File: src/rtl/gvn_pkg.sv
// Package for the grid vertex normal generator.
// Holds payload structs, command/status structs and fixed constants.
// No dependencies.
package gvn_pkg;

  localparam int PosW = 24;
  localparam int NrmW = 16;
  localparam logic [NrmW-1:0] OneQ14 = 16'sd16384;

  typedef struct packed {
    logic signed [PosW-1:0] pos_x;
    logic signed [PosW-1:0] pos_y;
    logic signed [PosW-1:0] pos_z;
  } vertex_t;

  typedef struct packed {
    logic [5:0]              column;
    logic [11:0]             row;
    logic [1:0]              corner;
    logic signed [NrmW-1:0]  normal_x;
    logic signed [NrmW-1:0]  normal_y;
    logic signed [NrmW-1:0]  normal_z;
    logic                    last;
  } normal_t;

  localparam logic [6:0] RegWidthRst  = 7'd35;
  localparam logic [12:0] RegLengthRst = 13'd50;
  localparam logic [0:0] AddrWidth = 1'b0;
  localparam logic [0:0] AddrLength = 1'b1;

  // Commands from controller to datapath.
  typedef struct packed {
    logic       load;      // read neighbors, form differences
    logic       cross_go;  // start cross product for corner
    logic [1:0] corner;
    logic       norm_go;   // start normalizer
    logic       store;     // write incoming vertex to row store
  } dp_cmd_t;

  typedef struct packed {
    logic norm_done;
  } dp_sts_t;

endpackage

File: src/rtl/gvn_ctrl.sv
// Controller: grid counters, result sequencing and output register.
// Uses gvn_pkg; drives gvn_datapath by command struct.
module gvn_ctrl #(
  parameter int MAX_COLUMNS = 64,
  parameter int MAX_ROWS = 4096
) (
  input  logic                             clk,
  input  logic                             rst,
  input  logic                             cfg_we,
  input  logic [6:0]                       grid_width,
  input  logic [12:0]                      grid_length,
  input  logic                             in_valid,
  output logic                             in_ready,
  input  gvn_pkg::vertex_t                 in_data,
  output logic                             out_valid,
  input  logic                             out_ready,
  output gvn_pkg::normal_t                 out_data,
  output gvn_pkg::dp_cmd_t                 cmd,
  output gvn_pkg::vertex_t                 vtx,
  output logic [$clog2(MAX_COLUMNS)-1:0]   col,
  output logic                             par,
  input  gvn_pkg::dp_sts_t                 sts,
  input  logic [47:0]                      nrm
);
  localparam int CW = $clog2(MAX_COLUMNS);
  localparam int RW = $clog2(MAX_ROWS);
  localparam logic [3:0] S_IDLE = 4'd0, S_LOAD = 4'd1, S_WAITLD = 4'd2,
    S_CROSS = 4'd3, S_NORM = 4'd4, S_FLAT = 4'd5, S_OUT = 4'd6,
    S_OWN = 4'd7, S_STORE = 4'd8, S_ADV = 4'd9;

  logic [3:0]  state;
  logic [CW:0] cc;
  logic [RW:0] rc;
  logic [CW:0] w;
  logic [RW:0] len;
  logic [CW-1:0] c;
  logic [1:0]  corner;
  logic [2:0]  wait_cnt;
  logic        own, have_own, flat;
  logic [47:0] nrm_hold;
  gvn_pkg::dp_cmd_t cmd_next;

  always_comb begin
    if (grid_width < 7'd2) w = (CW+1)'(2);
    else if (32'(grid_width) > MAX_COLUMNS) w = (CW+1)'(MAX_COLUMNS);
    else w = (CW+1)'(grid_width);
    if (grid_length < 13'd2) len = (RW+1)'(2);
    else if (32'(grid_length) > MAX_ROWS) len = (RW+1)'(MAX_ROWS);
    else len = (RW+1)'(grid_length);
  end

  assign c = (cc >= w) ? CW'(w - 1'b1) : cc[CW-1:0];
  assign col = c;
  assign par = rc[0];
  assign in_ready = (state == S_IDLE);
  assign have_own = (rc == len - 1'b1);

  always_comb begin
    cmd_next = '0;
    case (state)
      S_LOAD: cmd_next.load = !flat;
      S_CROSS: begin
        cmd_next.cross_go = 1'b1;
        cmd_next.corner = corner;
      end
      S_NORM: cmd_next.corner = corner;
      S_STORE: cmd_next.store = 1'b1;
      default: cmd_next = '0;
    endcase
  end

  always_ff @(posedge clk) begin
    if (rst || cfg_we) cmd <= '0;
    else cmd <= cmd_next;
  end

  always_ff @(posedge clk) begin
    if (rst || cfg_we) begin
      if (rst) begin
        state <= S_IDLE;
        out_valid <= 1'b0;
      end
      cc <= '0;
      rc <= '0;
    end else begin
      case (state)
        S_IDLE: begin
          if (in_valid) begin
            vtx <= in_data;
            corner <= '0;
            own <= 1'b0;
            if (rc == '0) begin
              state <= have_own ? S_OWN : S_STORE;
            end else begin
              flat <= (rc == (RW+1)'(1)) || (c == '0) || ({1'b0, c} == w - 1'b1);
              state <= S_LOAD;
            end
          end
        end
        S_LOAD: begin
          if (flat) begin
            state <= S_FLAT;
          end else begin
            wait_cnt <= '0;
            state <= S_WAITLD;
          end
        end
        S_WAITLD: begin
          wait_cnt <= wait_cnt + 3'd1;
          if (wait_cnt == 3'd5) state <= S_CROSS;
        end
        S_CROSS: begin
          state <= S_NORM;
        end
        S_NORM: begin
          if (sts.norm_done) begin
            nrm_hold <= nrm;
            state <= S_OUT;
          end
        end
        S_FLAT: begin
          nrm_hold <= {16'h0000, gvn_pkg::OneQ14, 16'h0000};
          state <= S_OUT;
        end
        S_OWN: begin
          own <= 1'b1;
          corner <= '0;
          flat <= 1'b1;
          state <= S_FLAT;
        end
        S_OUT: begin
          if (!out_valid || out_ready) begin
            out_valid <= 1'b1;
            out_data.column <= 6'(c);
            out_data.row <= own ? 12'(rc) : 12'(rc - 1'b1);
            out_data.corner <= corner;
            out_data.normal_x <= nrm_hold[47:32];
            out_data.normal_y <= nrm_hold[31:16];
            out_data.normal_z <= nrm_hold[15:0];
            out_data.last <= (corner == 2'd3) && (own || !have_own);
            corner <= corner + 2'd1;
            if (corner != 2'd3) state <= flat ? S_FLAT : S_CROSS;
            else if (!own && have_own) state <= S_OWN;
            else state <= S_STORE;
          end
        end
        S_STORE: begin
          state <= S_ADV;
        end
        S_ADV: begin
          state <= S_IDLE;
          if ({1'b0, c} + 1'b1 >= w) begin
            cc <= '0;
            rc <= (rc + 1'b1 >= len) ? '0 : rc + 1'b1;
          end else begin
            cc <= {1'b0, c} + 1'b1;
          end
        end
        default: state <= S_IDLE;
      endcase
      if (out_valid && out_ready && !(state == S_OUT)) out_valid <= 1'b0;
    end
  end
endmodule

File: config.mk
export PLATFORM = sky130hd
export DESIGN_NAME = gvn_ctrl
export DESIGN_NICKNAME = d
export VERILOG_FILES = /design/src/rtl/gvn_pkg.sv /design/src/rtl/gvn_ctrl.sv
export SDC_FILE = /design/constraint.sdc
export NUM_CORES = 1
export LEC_CHECK = 0
export CORE_ASPECT_RATIO = 1.5
export CORE_MARGIN = 1.5
export CORE_UTILIZATION = 63
export DETAILED_ROUTE_END_ITERATION = 7
export DONT_BUFFER_PORTS = 1
export PLACE_DENSITY = 0.78
export SLEW_MARGIN = 10
export SYNTH_ARGS = -nofsm -noshare
export SYNTH_HDL_FRONTEND = slang
export SYNTH_SLANG_ARGS = --single-unit
File: constraint.sdc
create_clock -name clk -period 8.25 [get_ports clk]
set_clock_uncertainty 0.2 [all_clocks]
set_input_delay 1.65 -clock clk [delete_from_list [all_inputs] [get_ports clk]]
set_output_delay 1.65 -clock clk [all_outputs]
set_load 0.1 [all_outputs]
---- Word level (Yosys, flattened, before mapping) ----
Cells that the tools add are included.
Widths: inputs -> output; s select.
storage, ports and cells
  flip-flop bits (word level) ............. 227
  input port bits ......................... 146
  output and inout bits ................... 156
  logic and storage cells ................. 142
operators by class
  $add $sub $neg .......................... 7
  $lt $le $gt $ge ......................... 7
  eq/ne operators ......................... 25
  muxes and demuxes ....................... 40
  bitwise logic cells ..................... 3
  reduce and logical (&&, ||, !) cells .... 36
operators with widths
  cell                   number
  $pmux 48 s2            1
  $mux 48                1
  $mux 4                 10
  $mux 13                3
  $pmux 4 s9             1
  $mux 7                 3
  $reduce_and 3->1       6
  $eq 4x3->1 const B     4
  $ge 7x7->1             2
  $ne 2x2->1 const B     7
  $add 13x1->13 const B  1
  $eq 13x1->1 const B    1
  $eq 13x13->1           1
  $ge 13x13->1           1
  $gt 13x13->1 const B   1
  $logic_not 13->1       1
  $lt 13x2->1 const B    1
  $sub 13x1->13 const B  1
  $mux 12                1
  $sub 12x1->12 const B  1
  $mux 1                 10
  $mux 3                 3
  $ne 3x3->1 const B     3
  $reduce_bool 3->1      3
  other kinds (29)       51

---- Longest topological paths before layout ----
  word-level depth ........................ 11
  gate-level depth with buffers ........... 25

---- Worst setup path before layout ----
OpenSTA, ideal clock, no wires.
  path type ............................... input to register
  from .................................... input port cfg_we
  to ...................................... register nrm_hold[0] (enable)
  library setup time ...................... 573 ps
  arrival time ............................ 6822 ps
  slack ................................... 655 ps
  stages on the path ...................... 3
  cell sequence ........................... or2_2 > clkbuf_1 > nor4_1
on the way
  word-level cells in the longest chain between the ends .. 3
ends and longest elaborated chain
  what                               line             text
  start: declaration                 gvn_ctrl.sv:9    input logic cfg_we,
  $logic_or 1x1->1                   gvn_ctrl.sv:78   if (rst || cfg_we) begin
  $not 1->1 (no source line)         --
  $reduce_and 3->1 (no source line)  --
  end signal: assignment             gvn_ctrl.sv:117  nrm_hold <= nrm;
  end signal: assignment             gvn_ctrl.sv:122  nrm_hold <= {16'h0000, gvn_pkg::OneQ14, 16'h0000};
  end: declaration                   gvn_ctrl.sv:40   logic [47:0] nrm_hold;
Every way passes these cells.
A chain may end at the register's enable or synchronous reset.

---- Worst setup path after layout ----
  from .................................... input port grid_width[3]
  to ...................................... output port col[5]
on the way
  word-level cells in the longest chain between the ends .. 5
ends and longest elaborated chain
  what                                              line            text
  start: declaration                                gvn_ctrl.sv:10  input logic [6:0] grid_width,
  $gt 7x7->1                                        gvn_ctrl.sv:45  else if (32'(grid_width) > MAX_COLUMNS) w = (CW+1)'(MAX_COLUMNS);
  $mux 7                                            gvn_ctrl.sv:45
  $mux 7 (*)                                        gvn_ctrl.sv:44  if (grid_width < 7'd2) w = (CW+1)'(2);
  $sub 7x1->7 / $ge 7x7->1 (equally long branches)  --
  $mux 6 (*)                                        gvn_ctrl.sv:52  assign c = (cc >= w) ? CW'(w - 1'b1) : cc[CW-1:0];
  end: declaration                                  gvn_ctrl.sv:20  output logic [$clog2(MAX_COLUMNS)-1:0] col,
Every way passes the cells marked *; elsewhere a longest branch is shown, timed or not.

==> impl_summary.md <==
Status
The flow ran to the end, and the final reports show no timing, DRC or antenna violations.

Layout
The final cell count without fillers is 967. 0 antenna diodes ended up in the layout. The proportion of layout cells with a drive suffix above 1 is 7.20%. For this run, the post-layout net count is 934. From synthesis to final layout, the design area changed by 8.09%.

In the layout the commonest cells are edfxtp_1 (201), nor2b_1 (55), nand2_1 (49). The filler cells instantiated in the layout total 1054. The most common library cell in the layout ignoring fill and taps is edfxtp_1.

Synth
The sequential area share after synthesis is 65.8%. The cell area that synthesis handed to floorplanning was 9930 um^2. The count of cell types in the netlist is 60.

In the synthesized netlist the async set-or-reset flop fraction comes to 0%. Counting flops and latches in the post-synthesis netlist gives 226. Synthesis produced 757 cells.

The most used flip-flop cell after synthesis is edfxtp_1. The number of nets in the synthesized netlist is 941. The average instance in the mapped netlist occupies 13.1 um^2. The number of flops mapped to enable cells by yosys is 201. The Yosys step of the flow raised 0 warnings.

Drt
For this run, design rule violations remaining after detail routing come to 0. The total vias in the final route is 6133. The first routing iteration left 376 violations. The length of the first detailed-routing pass in iterations is 5. The total wire length is 24400 um. Using the TritonRoute via totals, the vias-per-cell ratio works out to 6.34. In this run the remaining antenna-violating nets after routing total 0. After detailed routing, the average wire length per cell comes to 25.3 um.

Critical path
Data arrives at the worst endpoint at 4.75 ns. Of all nets on the critical path, the largest fanout is 9. The critical path starts at grid_width[3]. In this design, the stage delay of the slowest critical-path cell is 0.72 ns. The critical-path cell with the highest stage delay is inv_1. STA classifies the critical path endpoint as a primary output.

The critical path class is in -> out. The signal on the critical path passes through nor3_1 -> nand2b_1 -> o21ai_0 -> inv_1 -> ha_1 -> nand2b_1 -> a21o_1 -> a21oi_1 -> o21a_1 -> nor2_1 -> o21ai_0 -> inv_1. STA classifies the critical path startpoint as an input pin.

The required time at the worst-slack endpoint is 6.40 ns. In this run the critical register-to-register path is launched from cc[5]$_SDFFE_PN0N_.

Timing
Setup violations remaining at the end of the flow were counted as 0. The maximum operating frequency is 152 MHz. The final count of pins violating max slew was 0. The final critical-path setup slack is 1.65 ns. At the pin with the least slew margin, the transition time is 1.13 ns. The hold violation total from the final report is 0. For the final routed database, the setup TNS stands at 0 ns.

Setup repair after global routing left no endpoint under its margin. The post-layout minimum cycle time is 6.60 ns. Headroom to the max-slew limit came out at 23.7%. Dividing the final minimum period by the clock period gives 80.0%.

Floorplan
The effective utilization at floorplan is 63.9%. In this run the vertical extent of the chip is 157 um. The core outline area is 15600 um^2.

The number of rows created at floorplan is 56. The horizontal extent of the die is 106 um. The count of boundary I/O pins is 302.

The overall die area is 16500 um^2.

Placement
OpenSTA, run right after detailed placement, puts the worst setup slack at 1.31 ns. The total of buffers placed on input and output ports is 0. The number of placed cells counting well taps is 931.

After legalization and detailed placement, the total HPWL measured 18000 um. The placer congestion estimate is 0.904.

GRT
The total overflow left after global routing is 0. Global routing consumed, over all layers together, 29.2% of the routing resources. The first global-routing pass estimated 36200 um of wire.

The number of global-route vias before repair was 5858. Entering global routing, the biggest net connects 74 pins. The number of antenna violations at the first check in global routing is 2.

Clock network
The maximum clock insertion buffer count is 3. The clock insertion delay at the later pin of the skew report is 0.48 ns. The CTS buffer count is 20.

The TritonCTS clock tree is yes. Clock-pin slew was measured on the worst setup and hold paths at 0.07 ns. The clock tree root driver cell is clkbuf_16.

The count of H-tree levels built during CTS is 1. In this run the post-CTS setup repair buffer count came out at 0. The number of clock sinks seen by CTS is 226. In this run, post-CTS repair resized a total of 0 instances. The number of hold buffers added after cts is 0.

Worst hold path
The startpoint identified for the worst hold timing path is nrm_hold[33]$_SDFFCE_PP0P_. The class of the tightest hold or removal check is reg -> reg.

Power
The power density over the cells is 226 nW/um^2. In this run the static leakage power is 3.78 nW. The largest vdd supply drop is 0.000266 V.

Flow run
The count of max-cap constraint violations is 0.
critical path: cells and delay by family:
kind / cells / cell delay [ns]
fa+ha+maj: 1 / 0.28
compound gates: 5 / 0.98
buf+inv: 2 / 0.86
simple gates: 4 / 0.98
per-layer routing:
layer / share of wire, % / GRT usage [%] / vias to the layer above
met5: 0.053 / 0 / -
met4: 1.9 / 6.76 / 2
met3: 6.8 / 6.50 / 36
met2: 54 / 53.4 / 300
met1: 37 / 35.0 / 3008
li1: - / - / 2787
through the flow:
stage / total power [W] / area (um^2) / utilization [%] / hold slack (ns)
3_5_place_dp: 0.00155 / 10100 / 65.0 / 0.205
2_1_floorplan: 0.00151 / 9930 / - / 0.200
3_3_place_gp: 0.00154 / 10100 / 65.0 / 0.200
4_1_cts: 0.00244 / 10700 / 69.0 / 0.213
5_1_grt: 0.00250 / 10700 / 69.0 / 0.222
6_report: 0.00243 / 10700 / 69.0 / 0.212
final timing paths:
check	endpoint	slack, ns	depth (start not counted)
worst max register to register	rc[0]$_SDFFE_PN0P_	3.05	16
worst min register to register	out_data[34]$_DFFE_PP_	0.21	0
worst max-delay path	col[5]	1.65	12
worst min-delay path	out_data[34]$_DFFE_PP_	0.21	0
cell type report:
type / count / area, um^2 / share of cell area, %
Inverter: 26 / 97.6 / 0.909
Multi-Input combinational cell: 468 / 3160 / 29.4
Clock buffer: 26 / 544 / 5.07
Tap cell: 203 / 254 / 2.37
Sequential cell: 226 / 6540 / 60.9
Timing Repair Buffer: 8 / 60.1 / 0.559
Clock inverter: 10 / 85.1 / 0.793
report_power, final:
group,total [W],switching (W),internal [W]
logic,0.000168,0.000114,0.0000541
clock network,0.000900,0.000397,0.000503
registers,0.00136,0.0000925,0.00127
registers in the layout, summed over array words and instances (netlist names):
register   cells
cc             7
cmd            5
corner         2
flat           1
nrm_hold      48
out_data      69
out_valid      1
own            1
rc            13
state          4
vtx           72
wait_cnt       3
cell usage after synthesis (all sizes together) (3+ instances only):
| master | n | area share (%) |
|---|---|---|
| o311ai | 3 | 0.26 |
| nor4 | 14 | 1.0 |
| buf | 9 | 0.58 |
| edfxtp | 201 | 61 |
| nand3 | 26 | 1.3 |
| nand4 | 5 | 0.31 |
| inv | 25 | 0.94 |
| nand2b | 12 | 0.76 |
| or4 | 6 | 0.53 |
| a32o | 5 | 0.50 |
| and2 | 3 | 0.19 |
| a22o | 13 | 1.1 |
| clkbuf | 28 | 1.1 |
| a311o | 3 | 0.30 |
| mux2i | 3 | 0.30 |
| o41ai | 4 | 0.35 |
| ha | 38 | 4.8 |
| xor2 | 20 | 1.8 |
| a21o | 7 | 0.53 |
| xnor2 | 23 | 2.0 |
| nor3 | 16 | 0.81 |
| or2 | 5 | 0.31 |
| dfxtp | 25 | 5.0 |
| a31oi | 6 | 0.38 |
| o21a | 6 | 0.45 |
| nand2 | 49 | 1.9 |
| a21oi | 30 | 1.5 |
| o21ai | 29 | 1.5 |
| or3 | 7 | 0.44 |
| nor2 | 41 | 1.5 |
| and3 | 9 | 0.57 |
| nor2b | 55 | 3.5 |
cell families after synthesis:
logic type                 share of synthesized area, %
DFF                                                65.8
adders and majority gates                          4.79
muxes                                             0.529
xor gates and xnor gates                           3.79
buffers and inverters                              2.62
and+or+nand+nor                                    13.7
other                                            0.0378
AOI/OAI and AO/OA                                  8.70
Note: power is estimated with default switching activity, not from simulation.
